## src/hw/rtl/spfa_pkg.sv

```systemverilog
`timescale 1ns / 1ps
// ----------------------------------------------------------------------------
// spfa_pkg
// Types and constants shared by the single-precision adder pipeline.
// ----------------------------------------------------------------------------
package spfa_pkg;

	localparam logic [31:0] SIGN_BIT   = 32'h8000_0000;
	localparam logic [31:0] QUIET_NAN  = 32'h7fc0_0000;
	localparam logic [31:0] POS_INF    = 32'h7f80_0000;
	localparam logic [23:0] HIDDEN_ONE = 24'h80_0000;
	localparam logic [22:0] FRAC_MASK  = 23'h7f_ffff;
	localparam int          EXP_BIAS   = 127;

	// operation select
	typedef enum logic {
		OP_ADD = 1'b0,
		OP_SUB = 1'b1
	} op_t;

	// aligned operands, handed from align to add
	typedef struct packed {
		logic        special;
		logic [31:0] special_bits;
		logic        sa;
		logic        sb;
		logic [23:0] ma;
		logic [23:0] mb;
		logic [8:0]  er;
	} align_t;

	// raw magnitude result, handed from add to normalize
	typedef struct packed {
		logic        special;
		logic [31:0] special_bits;
		logic        sr;
		logic [24:0] mr;
		logic [8:0]  er;
	} sum_t;

	// round to nearest even on a right shift of a 24-bit significand
	function automatic logic [24:0] rne_shift(input logic [23:0] v, input logic [8:0] d);
		logic [23:0] lost;
		logic [23:0] half;
		logic [24:0] q;
		lost = '0;
		half = '0;
		q = {1'b0, v};
		if (d == 9'd0) begin
			q = {1'b0, v};
		end else if (d > 9'd24) begin
			q = '0;
		end else begin
			lost = v & ((24'd1 << d[4:0]) - 24'd1);
			half = 24'd1 << (d[4:0] - 5'd1);
			q = {1'b0, v >> d[4:0]};
			if (lost > half) begin
				q = q + 25'd1;
			end else if (lost == half) begin
				q = q + {24'd0, q[0]};
			end
		end
		return q;
	endfunction

endpackage

```

## src/hw/rtl/single_precision_float_adder.sv

```systemverilog
`timescale 1ns / 1ps
// ----------------------------------------------------------------------------
// single_precision_float_adder
// IEEE-754 single-precision add/subtract, three-stage pipeline.
// ----------------------------------------------------------------------------
// A new word can be taken every cycle while in_stall is low. The work sits in
// three register stages (align, add, normalize), and each word passes through
// them in that order before its sum shows on the output.
// An output stall holds the last stage; earlier stages still move into
// empty slots, so the input stalls only when all three stages hold a word and
// the output is stalled.
module single_precision_float_adder (
	input  logic        clk,
	input  logic        arst_n,
	input  logic        in_valid,
	output logic        in_stall,
	input  logic        operation,
	input  logic [31:0] left_operand,
	input  logic [31:0] right_operand,
	output logic        out_valid,
	input  logic        out_stall,
	output logic [31:0] sum_bits
);

	spfa_pkg::align_t aligned;
	spfa_pkg::align_t align_s1;
	spfa_pkg::sum_t   summed;
	spfa_pkg::sum_t   sum_s2;
	logic [31:0]      result;
	logic [31:0]      res_s3;
	logic             v_s1;
	logic             v_s2;
	logic             v_s3;
	logic             en3;
	logic             en2;
	logic             en1;

	spfa_align u_align (
		.operation     (operation),
		.left_operand  (left_operand),
		.right_operand (right_operand),
		.aligned       (aligned)
	);

	spfa_addsub u_addsub (
		.aligned (align_s1),
		.summed  (summed)
	);

	spfa_norm u_norm (
		.summed (sum_s2),
		.result (result)
	);

	assign en3 = !v_s3 || !out_stall;
	assign en2 = !v_s2 || en3;
	assign en1 = !v_s1 || en2;
	assign in_stall = !en1;
	assign out_valid = v_s3;
	assign sum_bits = res_s3;

	always_ff @(posedge clk or negedge arst_n) begin
		if (!arst_n) begin
			v_s1 <= 1'b0;
			v_s2 <= 1'b0;
			v_s3 <= 1'b0;
		end else begin
			if (en1) v_s1 <= in_valid;
			if (en2) v_s2 <= v_s1;
			if (en3) v_s3 <= v_s2;
		end
	end

	always_ff @(posedge clk) begin
		if (en1) align_s1 <= aligned;
		if (en2) sum_s2 <= summed;
		if (en3) res_s3 <= result;
	end

	a_hold: assert property (@(posedge clk) disable iff (!arst_n)
		v_s3 && out_stall |=> v_s3 && $stable(res_s3))
		else $error("result changed under stall");
	a_flow: assert property (@(posedge clk) disable iff (!arst_n)
		v_s2 && !out_stall |=> v_s3)
		else $error("stage two word lost");
	a_full: assert property (@(posedge clk) disable iff (!arst_n)
		in_stall |-> v_s1 && v_s2 && v_s3 && out_stall)
		else $error("stall without full pipeline");

endmodule

```

## src/hw/rtl/spfa_align.sv

```systemverilog
`timescale 1ns / 1ps
// ----------------------------------------------------------------------------
// spfa_align
// Stage one: screens specials, unpacks and aligns the smaller significand.
// ----------------------------------------------------------------------------
module spfa_align (
	input  logic                  operation,
	input  logic [31:0]           left_operand,
	input  logic [31:0]           right_operand,
	output spfa_pkg::align_t      aligned
);

	logic [31:0] a;
	logic [31:0] b;
	logic [7:0]  ea_raw;
	logic [7:0]  eb_raw;
	logic [23:0] ma;
	logic [23:0] mb;
	logic [24:0] sh;

	assign a = left_operand;
	assign b = (operation == spfa_pkg::OP_SUB) ? (right_operand ^ spfa_pkg::SIGN_BIT) :
		right_operand;
	assign ea_raw = a[30:23];
	assign eb_raw = b[30:23];
	assign ma = (a[30:0] == 31'd0) ? 24'd0 : (spfa_pkg::HIDDEN_ONE | {1'b0, a[22:0]});
	assign mb = (b[30:0] == 31'd0) ? 24'd0 : (spfa_pkg::HIDDEN_ONE | {1'b0, b[22:0]});

	always_comb begin
		aligned = '0;
		aligned.sa = a[31];
		aligned.sb = b[31];
		aligned.ma = ma;
		aligned.mb = mb;
		aligned.special = 1'b0;
		aligned.special_bits = b;
		sh = '0;
		if (ea_raw == 8'hff) begin
			aligned.special = 1'b1;
			if (a[22:0] != 23'd0) begin
				aligned.special_bits = a;
			end else if (eb_raw == 8'hff) begin
				if (b[22:0] != 23'd0) begin
					aligned.special_bits = b;
				end else begin
					aligned.special_bits = (a[31] == b[31]) ? b : spfa_pkg::QUIET_NAN;
				end
			end else begin
				aligned.special_bits = a;
			end
		end else if (eb_raw == 8'hff) begin
			aligned.special = 1'b1;
		end
		// larger exponent kept in biased form (raw field)
		aligned.er = {1'b0, eb_raw};
		if (eb_raw > ea_raw) begin
			sh = spfa_pkg::rne_shift(ma, {1'b0, eb_raw - ea_raw});
			aligned.ma = sh[23:0];
		end else if (eb_raw < ea_raw) begin
			sh = spfa_pkg::rne_shift(mb, {1'b0, ea_raw - eb_raw});
			aligned.mb = sh[23:0];
			aligned.er = {1'b0, ea_raw};
		end
	end

endmodule

```

## src/hw/rtl/spfa_addsub.sv

```systemverilog
`timescale 1ns / 1ps
// ----------------------------------------------------------------------------
// spfa_addsub
// Stage two: adds or subtracts the aligned magnitudes.
// ----------------------------------------------------------------------------
module spfa_addsub (
	input  spfa_pkg::align_t aligned,
	output spfa_pkg::sum_t   summed
);

	always_comb begin
		summed.special = aligned.special;
		summed.special_bits = aligned.special_bits;
		summed.er = aligned.er;
		if (aligned.sa != aligned.sb) begin
			if (aligned.ma > aligned.mb) begin
				summed.mr = {1'b0, aligned.ma - aligned.mb};
				summed.sr = aligned.sa;
			end else begin
				summed.mr = {1'b0, aligned.mb - aligned.ma};
				summed.sr = aligned.sb;
			end
		end else begin
			summed.mr = {1'b0, aligned.ma} + {1'b0, aligned.mb};
			summed.sr = aligned.sa;
		end
	end

endmodule

```

## src/hw/rtl/spfa_norm.sv

```systemverilog
`timescale 1ns / 1ps
// ----------------------------------------------------------------------------
// spfa_norm
// Stage three: normalizes, handles carry-out, overflow and packs.
// ----------------------------------------------------------------------------
module spfa_norm (
	input  spfa_pkg::sum_t summed,
	output logic [31:0]    result
);

	logic [24:0] r;
	logic [24:0] m;
	logic [9:0]  e;
	logic [4:0]  lz;
	logic [9:0]  room;
	logic [4:0]  sh;

	// leading zero count of a 24-bit significand
	always_comb begin
		lz = 5'd24;
		for (int i = 0; i < 24; i++) begin
			if (summed.mr[i]) begin
				lz = 5'(23 - i);
			end
		end
	end

	always_comb begin
		r = '0;
		m = summed.mr;
		e = {1'b0, summed.er};
		room = '0;
		sh = '0;
		if (summed.mr[24]) begin
			// shift by one, ties to even on the dropped bit
			r = {1'b0, summed.mr[24:1]} + {24'd0, summed.mr[0] & summed.mr[1]};
			m = r;
			e = e + 10'd1;
			if (m[24]) begin
				m = m >> 1;
				e = e + 10'd1;
			end
		end else begin
			// biased exponent may not drop below zero
			room = e;
			sh = (room < {5'd0, lz}) ? room[4:0] : lz;
			m = summed.mr << sh;
			e = e - {5'd0, sh};
		end
		if (summed.special) begin
			result = summed.special_bits;
		end else if (summed.mr == 25'd0) begin
			result = 32'd0;
		end else if (e > 10'd254) begin
			result = {summed.sr, spfa_pkg::POS_INF[30:0]};
		end else begin
			result = {summed.sr, e[7:0], m[22:0] & spfa_pkg::FRAC_MASK};
		end
	end

endmodule

```

## config.mk

```make
export PLATFORM = sky130hd
export DESIGN_NAME = single_precision_float_adder
export DESIGN_NICKNAME = d
export VERILOG_FILES = /design/src/hw/rtl/spfa_pkg.sv /design/src/hw/rtl/single_precision_float_adder.sv /design/src/hw/rtl/spfa_align.sv /design/src/hw/rtl/spfa_addsub.sv /design/src/hw/rtl/spfa_norm.sv
export SDC_FILE = /design/constraint.sdc
export NUM_CORES = 1
export LEC_CHECK = 0
export BUFFER_PORTS_ARGS = -buffer_cell sky130_fd_sc_hd__buf_2
export CAP_MARGIN = 40
export CORE_MARGIN = 1
export CORE_UTILIZATION = 48
export CTS_BUF_LIST = sky130_fd_sc_hd__clkbuf_2
export DETAILED_ROUTE_END_ITERATION = 8
export PLACE_DENSITY = 0.76
export RECOVER_POWER = 25
export SLEW_MARGIN = 25
export SYNTH_ARGS = -nofsm -noshare
export SYNTH_HDL_FRONTEND = slang
export SYNTH_SLANG_ARGS = --single-unit
```

## constraint.sdc

```tcl
create_clock -name clk -period 6.1 [get_ports clk]
set_clock_uncertainty 0.2 [all_clocks]
set_input_delay 0.915 -clock clk [delete_from_list [all_inputs] [get_ports clk]]
set_output_delay 0.915 -clock clk [all_outputs]
set_load 0.05 [all_outputs]
```

# After elaboration in Yosys (flattened, before gate mapping)
# Cells that the tools add are included.
# word_totals
reg_bits,195
wordCells,129
# op_classes
n_eq_ne,6
reduce_logical,15
order_cmp,9
n_bitwise,4
n_addsub,17
mux,54
shifts,7
# op_table
op,n
$mux W24,11
$mux W32,8
$mux W5,24
$shl A1 B5 Y24 const A,4
$gt A24 B24 Y1,3
$mux W33,2
$logic_not A31 Y1,2
$mux W26,2
$add A24 B1 Y24,2
$add A24 B1 Y24 const B,2
$and A24 B24 Y24,2
$eq A24 B24 Y1,2
$shr A24 B5 Y24,2
$sub A24 B1 Y24 const B,2
$sub A24 B24 Y24,2
$mux W23,2
$reduce_bool A23 Y1,2
$mux W31,1
$add A24 B1 Y25,1
$add A24 B24 Y25,1
$logic_not A25 Y1,1
$shl A25 B5 Y23,1
$mux W10,2
$eq A8 B8 Y1 const B,2
19 further kinds,29

# Depth between registers and ports, before layout
# logic_depth
word_depth,32
ltp_mapped,31

# Modules after synthesis
# From an unflattened synthesis, not the netlist that was laid out.
# unflattened
cells_unflattened,2581
hier_area_um2,22586.7
# by_module_without_submodules
mod,n_inst,area_per_inst_um2,cells_per_inst
spfa_align,1,8351.8,1179
single_precision_float_adder,1,5893.2,202
spfa_addsub,1,4276.6,605
spfa_norm,1,4065.1,595

# Worst setup path before layout
# No wires, ideal clock.
# synth_path
kind,input to register
startpoint,in right_operand[23]
endpoint,reg align_s1[43] (netlist name) (data pin)
setup_slack_ps,-871
cell_stages,31
n_path_buf,6
setup_time_ps,256
arrival_ps,6515
cell_sequence,inv_1 ha_1 inv_1 fa_1 buf_2 buf_2 buf_2 buf_2 nor3_1 and3_1 inv_1 ha_1 clkbuf_1 a21boi_0 nor2_1 nand3_1 o21ai_0 nand2_1 a21boi_0 ha_1 a21o_1 a21o_1 a21o_1 a21oi_1 nor3_1 or3_1 clkbuf_1 o2111ai_2 nor3_1 xnor2_1 a22o_1
# synth_lines
item,line_no,source
start: declaration,single_precision_float_adder.sv:19,"input logic [31:0] right_operand,"
end signal: assignment,single_precision_float_adder.sv:75,if (en1) align_s1 <= aligned;
end: declaration,single_precision_float_adder.sv:26,spfa_pkg::align_t align_s1;

# Worst setup path in the final report
# layout_path
startpoint,reg sum_s2[21] (netlist name)
endpoint,reg res_s3[21] (netlist: sum_bits[21]) (data pin)
# layout_via
elab_chain_len,20
word_cells_on_any_way,26
# layout_rtl
item,line_no,source
start: declaration,single_precision_float_adder.sv:28,spfa_pkg::sum_t sum_s2;
start signal: assignment,single_precision_float_adder.sv:76,if (en2) sum_s2 <= summed;
$mux W5 (12 in a row),spfa_norm.sv:22,if (summed.mr[i]) begin
$lt A9 B5 Y1,spfa_norm.sv:46,"sh = (room < {5'd0, lz}) ? room[4:0] : lz;"
$mux W5,spfa_norm.sv:46,
$sub A9 B5 Y10,spfa_norm.sv:48,"e = e - {5'd0, sh};"
$mux W10,spfa_norm.sv:34,if (summed.mr[24]) begin
$gt A10 B8 Y1,spfa_norm.sv:54,end else if (e > 10'd254) begin
$mux W31,spfa_norm.sv:54,
$mux W32 (*),spfa_norm.sv:52,end else if (summed.mr == 25'd0) begin
$mux W32 (*),spfa_norm.sv:50,if (summed.special) begin
named net result[21],single_precision_float_adder.sv:29,logic [31:0] result;
end signal: assignment,single_precision_float_adder.sv:77,if (en3) res_s3 <= result;
end: declaration,single_precision_float_adder.sv:30,logic [31:0] res_s3;
# The timed path passes the listed nets; every way through them passes the cells marked *.
# A chain may end at the register's enable or synchronous reset.

==> flow_summary.yaml <==
global_route:
  grt_overflow_total: 0
  grt_max_degree: 62
  antenna_found_initial: 3
  grt_pass1_wl_um: 114000
  grt_pass1_vias: 19615
  track_usage: 0.337
power_and_ir_drop:
  switching_share: 0.501
  ir_worst_vdd_uv: 229
  leakage_nw: 9.72
  p_clk_frac: 0.066
  sequentialPowerShare: 0.239
  switching_power_mw: 4.39
  p_per_area_nw_per_um2: 377
  p_int_mw: 4.38
  comb_power_share: 0.695
yosys:
  async_flop_share: 0.0155
  syn_area_um2: 20400
  ys_seq_area_frac: 0.284
  ys_warn_count: 0
  syn_nets: 2690
  ys_ff_latch: 193
  synthCells: 2466
  synth.avg_cell_area_um2: 8.26
  ys.flop_type: "edfxtp_1"
  ys_types: 97
  synth_edf_count: 190
critical_path:
  crit_type: "flip-flop to flip-flop"
  critPathCaptureType: "flip-flop"
  r2r_setup_slack_ns: 0.24
  cpMaxStageDelayCell: "edfxtp_1"
  path_buf_inv: 5
  cp_cell_sequence: "nor4_2 > buf_4 > and3_1 > nor2b_2 > inv_1 > ha_1 > nand4_1 > or4_1 > a221oi_1 > or2_2 > clkinv_1 > ha_1 > buf_4 > a31oi_1 > a221oi_2 > or3_1 > o221ai_1 > nand3_1 > and4b_1 > a211o_1 > buf_12 > o31ai_1"
  crit_path_max_incr_delay_ns: 0.47
  cp.arrival_ns: 6.30
  critPathLaunchType: "flip-flop"
  crit_family: "simple AND/OR/NAND/NOR gates"
  crit_required_ns: 6.55
  cp_max_fo: 10
die:
  start_util: 0.487
  num_rows: 75
  fp.dieW_um: 208
  die-area_um2: 43300
  io_pins: 103
  core_um2: 41900
  die_h_um: 208
detailed_routing:
  vias: 20807
  dr.pass1.iters: 6
  drt-vias-per-instance: 6.44
  drtAntennaViolNets: 0
  wl_per_cell_um: 22.9
  post-route-drc-count: 0
  drt_wl_total_um: 73900
  drtIter0Drc: 2380
timing:
  finalCriticalPeriod_ns: 5.86
  hold_viol: 0
  tightest_slew_ns: 2.67
  fin_setup_tns_ns: 0
  slew_headroom: -0.783
  rsz0062_at_grt: "false"
  fmax_ghz: 0.171
  finalCritPeriodShare: 0.960
  setup_violations: 0
  hold_slack_ns: 0.156
  maxSlewViolCount: 88
clock_tree:
  cts_tree: "built"
  cts_made_buffers: 17
  clock-sinks: 193
  cts-root-buf: "clkbuf_2"
  clk_latency_ns: 0.83
  cts.htree.levels: 4
  clk_path_buf_depth: 2
  path_clk_slew_ns: 0.29
final_layout:
  regArea_um2: 5780
  multiInputGateArea_um2: 13700
  area_growth_pct: 14.2
  drive_above_1_share: 0.180
  stdcell_area_um2: 23300
  num-nets-final: 2900
  fillers: 3921
status:
  violations: "capacitance limit, slew limit"
  status: "finished, violations left"
placed_design:
  portBuffers: 102
  place_hpwl_um: 58100
  routabilityCongestion: 1.06
  placed_area_um2: 23000
flow_run:
  max_cap_viol_count: 2
hold_path:
  hold_path.class: "input pin to asynchronous set/reset pin"
[sequential cells by signal, indices dropped and copies added, names as in the netlist]
name / count
sum_s2: 67
v_s2: 1
align_s1: 91
out_valid: 1
v_s1: 1
sum_bits: 32
[cell usage after synthesis (38+ instances only)]
cell type	n	area [um^2]
nor2_1	218	818
nand2_1	271	1020
mux2i_1	70	701
and3_1	39	244
a21o_1	63	473
xnor2_1	78	683
clkbuf_1	100	375
nor3_1	73	365
o21ai_0	167	836
nand4_1	40	250
a21oi_1	158	791
edfxtp_1	190	5710
inv_1	109	409
a22o_1	42	368
ha_1	150	1880
xor2_1	38	333
nand3_1	63	315
[stage by stage]
step | util | instances | worst slack [ns] | power, mW
after CTS | 0.555 | 3225 | 0.00825 | 8.62
after detailed placement | 0.550 | 3191 | -0.198 | 8.04
after global routing | 0.556 | 3229 | 0.0158 | 9.26
after floorplan | - | 2466 | -0.000280 | 5.84
after global placement | 0.548 | 3189 | 0.00426 | 8.00
final | 0.556 | 3229 | 0.243 | 8.77
[layer usage]
metal	share of wire	up-vias	track usage
li1	-	9557	-
met1	0.39	9793	0.428
met2	0.45	1185	0.545
met3	0.086	272	0.0468
met4	0.069	0	0.206
met5	0	-	0
[area by class of cell]
cell class / instances / area share
multi-input combinational: 2001 / 0.589
sequential: 193 / 0.249
timing repair buffer: 350 / 0.105
tap: 539 / 0.0290
inverter: 113 / 0.0183
clock inverter: 15 / 0.00570
clock buffer: 17 / 0.00366
antenna: 1 / 0.000108
[power by group through the flow]
stage,Clock (mW),Sequential [mW],Combinational [mW]
after detailed placement,0,2.13,5.91
after global routing,0.638,2.13,6.50
after CTS,0.588,2.09,5.94
after global placement,0,2.12,5.88
after floorplan,0,2.39,3.45
final,0.577,2.10,6.10
[cells in the final DEF, fill, tap and decap left out, types with 10 or more instances in the layout]
cell type | synthesis | layout
o22ai_1 | 10 | 10
clkbuf_2 | 0 | 17
nand2_1 | 271 | 270
o41ai_1 | 16 | 13
nor4_1 | 20 | 17
o21ai_0 | 167 | 164
a21oi_1 | 158 | 157
o21bai_1 | 16 | 16
and4_1 | 13 | 12
mux2_2 | 29 | 29
a211oi_1 | 37 | 37
nand4_1 | 40 | 40
xnor2_1 | 78 | 75
ha_1 | 150 | 147
buf_2 | 37 | 99
nor3_1 | 73 | 69
inv_1 | 109 | 107
and2_1 | 32 | 32
nand2b_1 | 21 | 21
nand3_1 | 63 | 63
a221oi_1 | 13 | 13
mux2i_1 | 70 | 70
a21boi_0 | 12 | 10
o211ai_1 | 21 | 21
a31oi_1 | 27 | 26
nor2_1 | 218 | 215
edfxtp_1 | 190 | 190
o31ai_1 | 14 | 14
a22o_1 | 42 | 42
buf_4 | 6 | 236
or3_1 | 21 | 21
o21a_1 | 22 | 21
a21o_1 | 63 | 63
xor2_1 | 38 | 36
and3_1 | 39 | 38
nor2b_1 | 35 | 34
[cells by family after synthesis]
logic type               synth area share
AO/OA/AOI/OAI                       0.241
XOR/XNOR                           0.0507
adder cells (fa/ha/maj)            0.0976
buffers and inverters              0.0550
flip-flops                          0.284
multiplexers                       0.0617
AND/OR/NAND/NOR                     0.211
[worst paths after layout]
kind | start | cells past startpoint | to
max in group asynchronous | arst_n | 2 | v_s2$_DFFE_PN0P_
worst max-delay path | sum_s2[21]$_DFFE_PP_ | 22 | sum_bits[21]$_DFFE_PP_
min in group clk | right_operand[27] | 3 | align_s1[86]$_DFFE_PN_
worst min-delay path | arst_n | 2 | out_valid$_DFFE_PN0P_
worst min register to register | align_s1[60]$_DFFE_PN_ | 0 | sum_s2[36]$_DFFE_PP_
worst max register to register | sum_s2[21]$_DFFE_PP_ | 22 | sum_bits[21]$_DFFE_PP_
[timing repair]
item,in CTS,in global routing
resized for setup,0,6
buffers inserted,0,1
hold buffers,2,0
endpoints found under the setup margin,0,23
hold endpoints to repair,4,0
No activity file was read; power rests on OpenSTA's default activity.
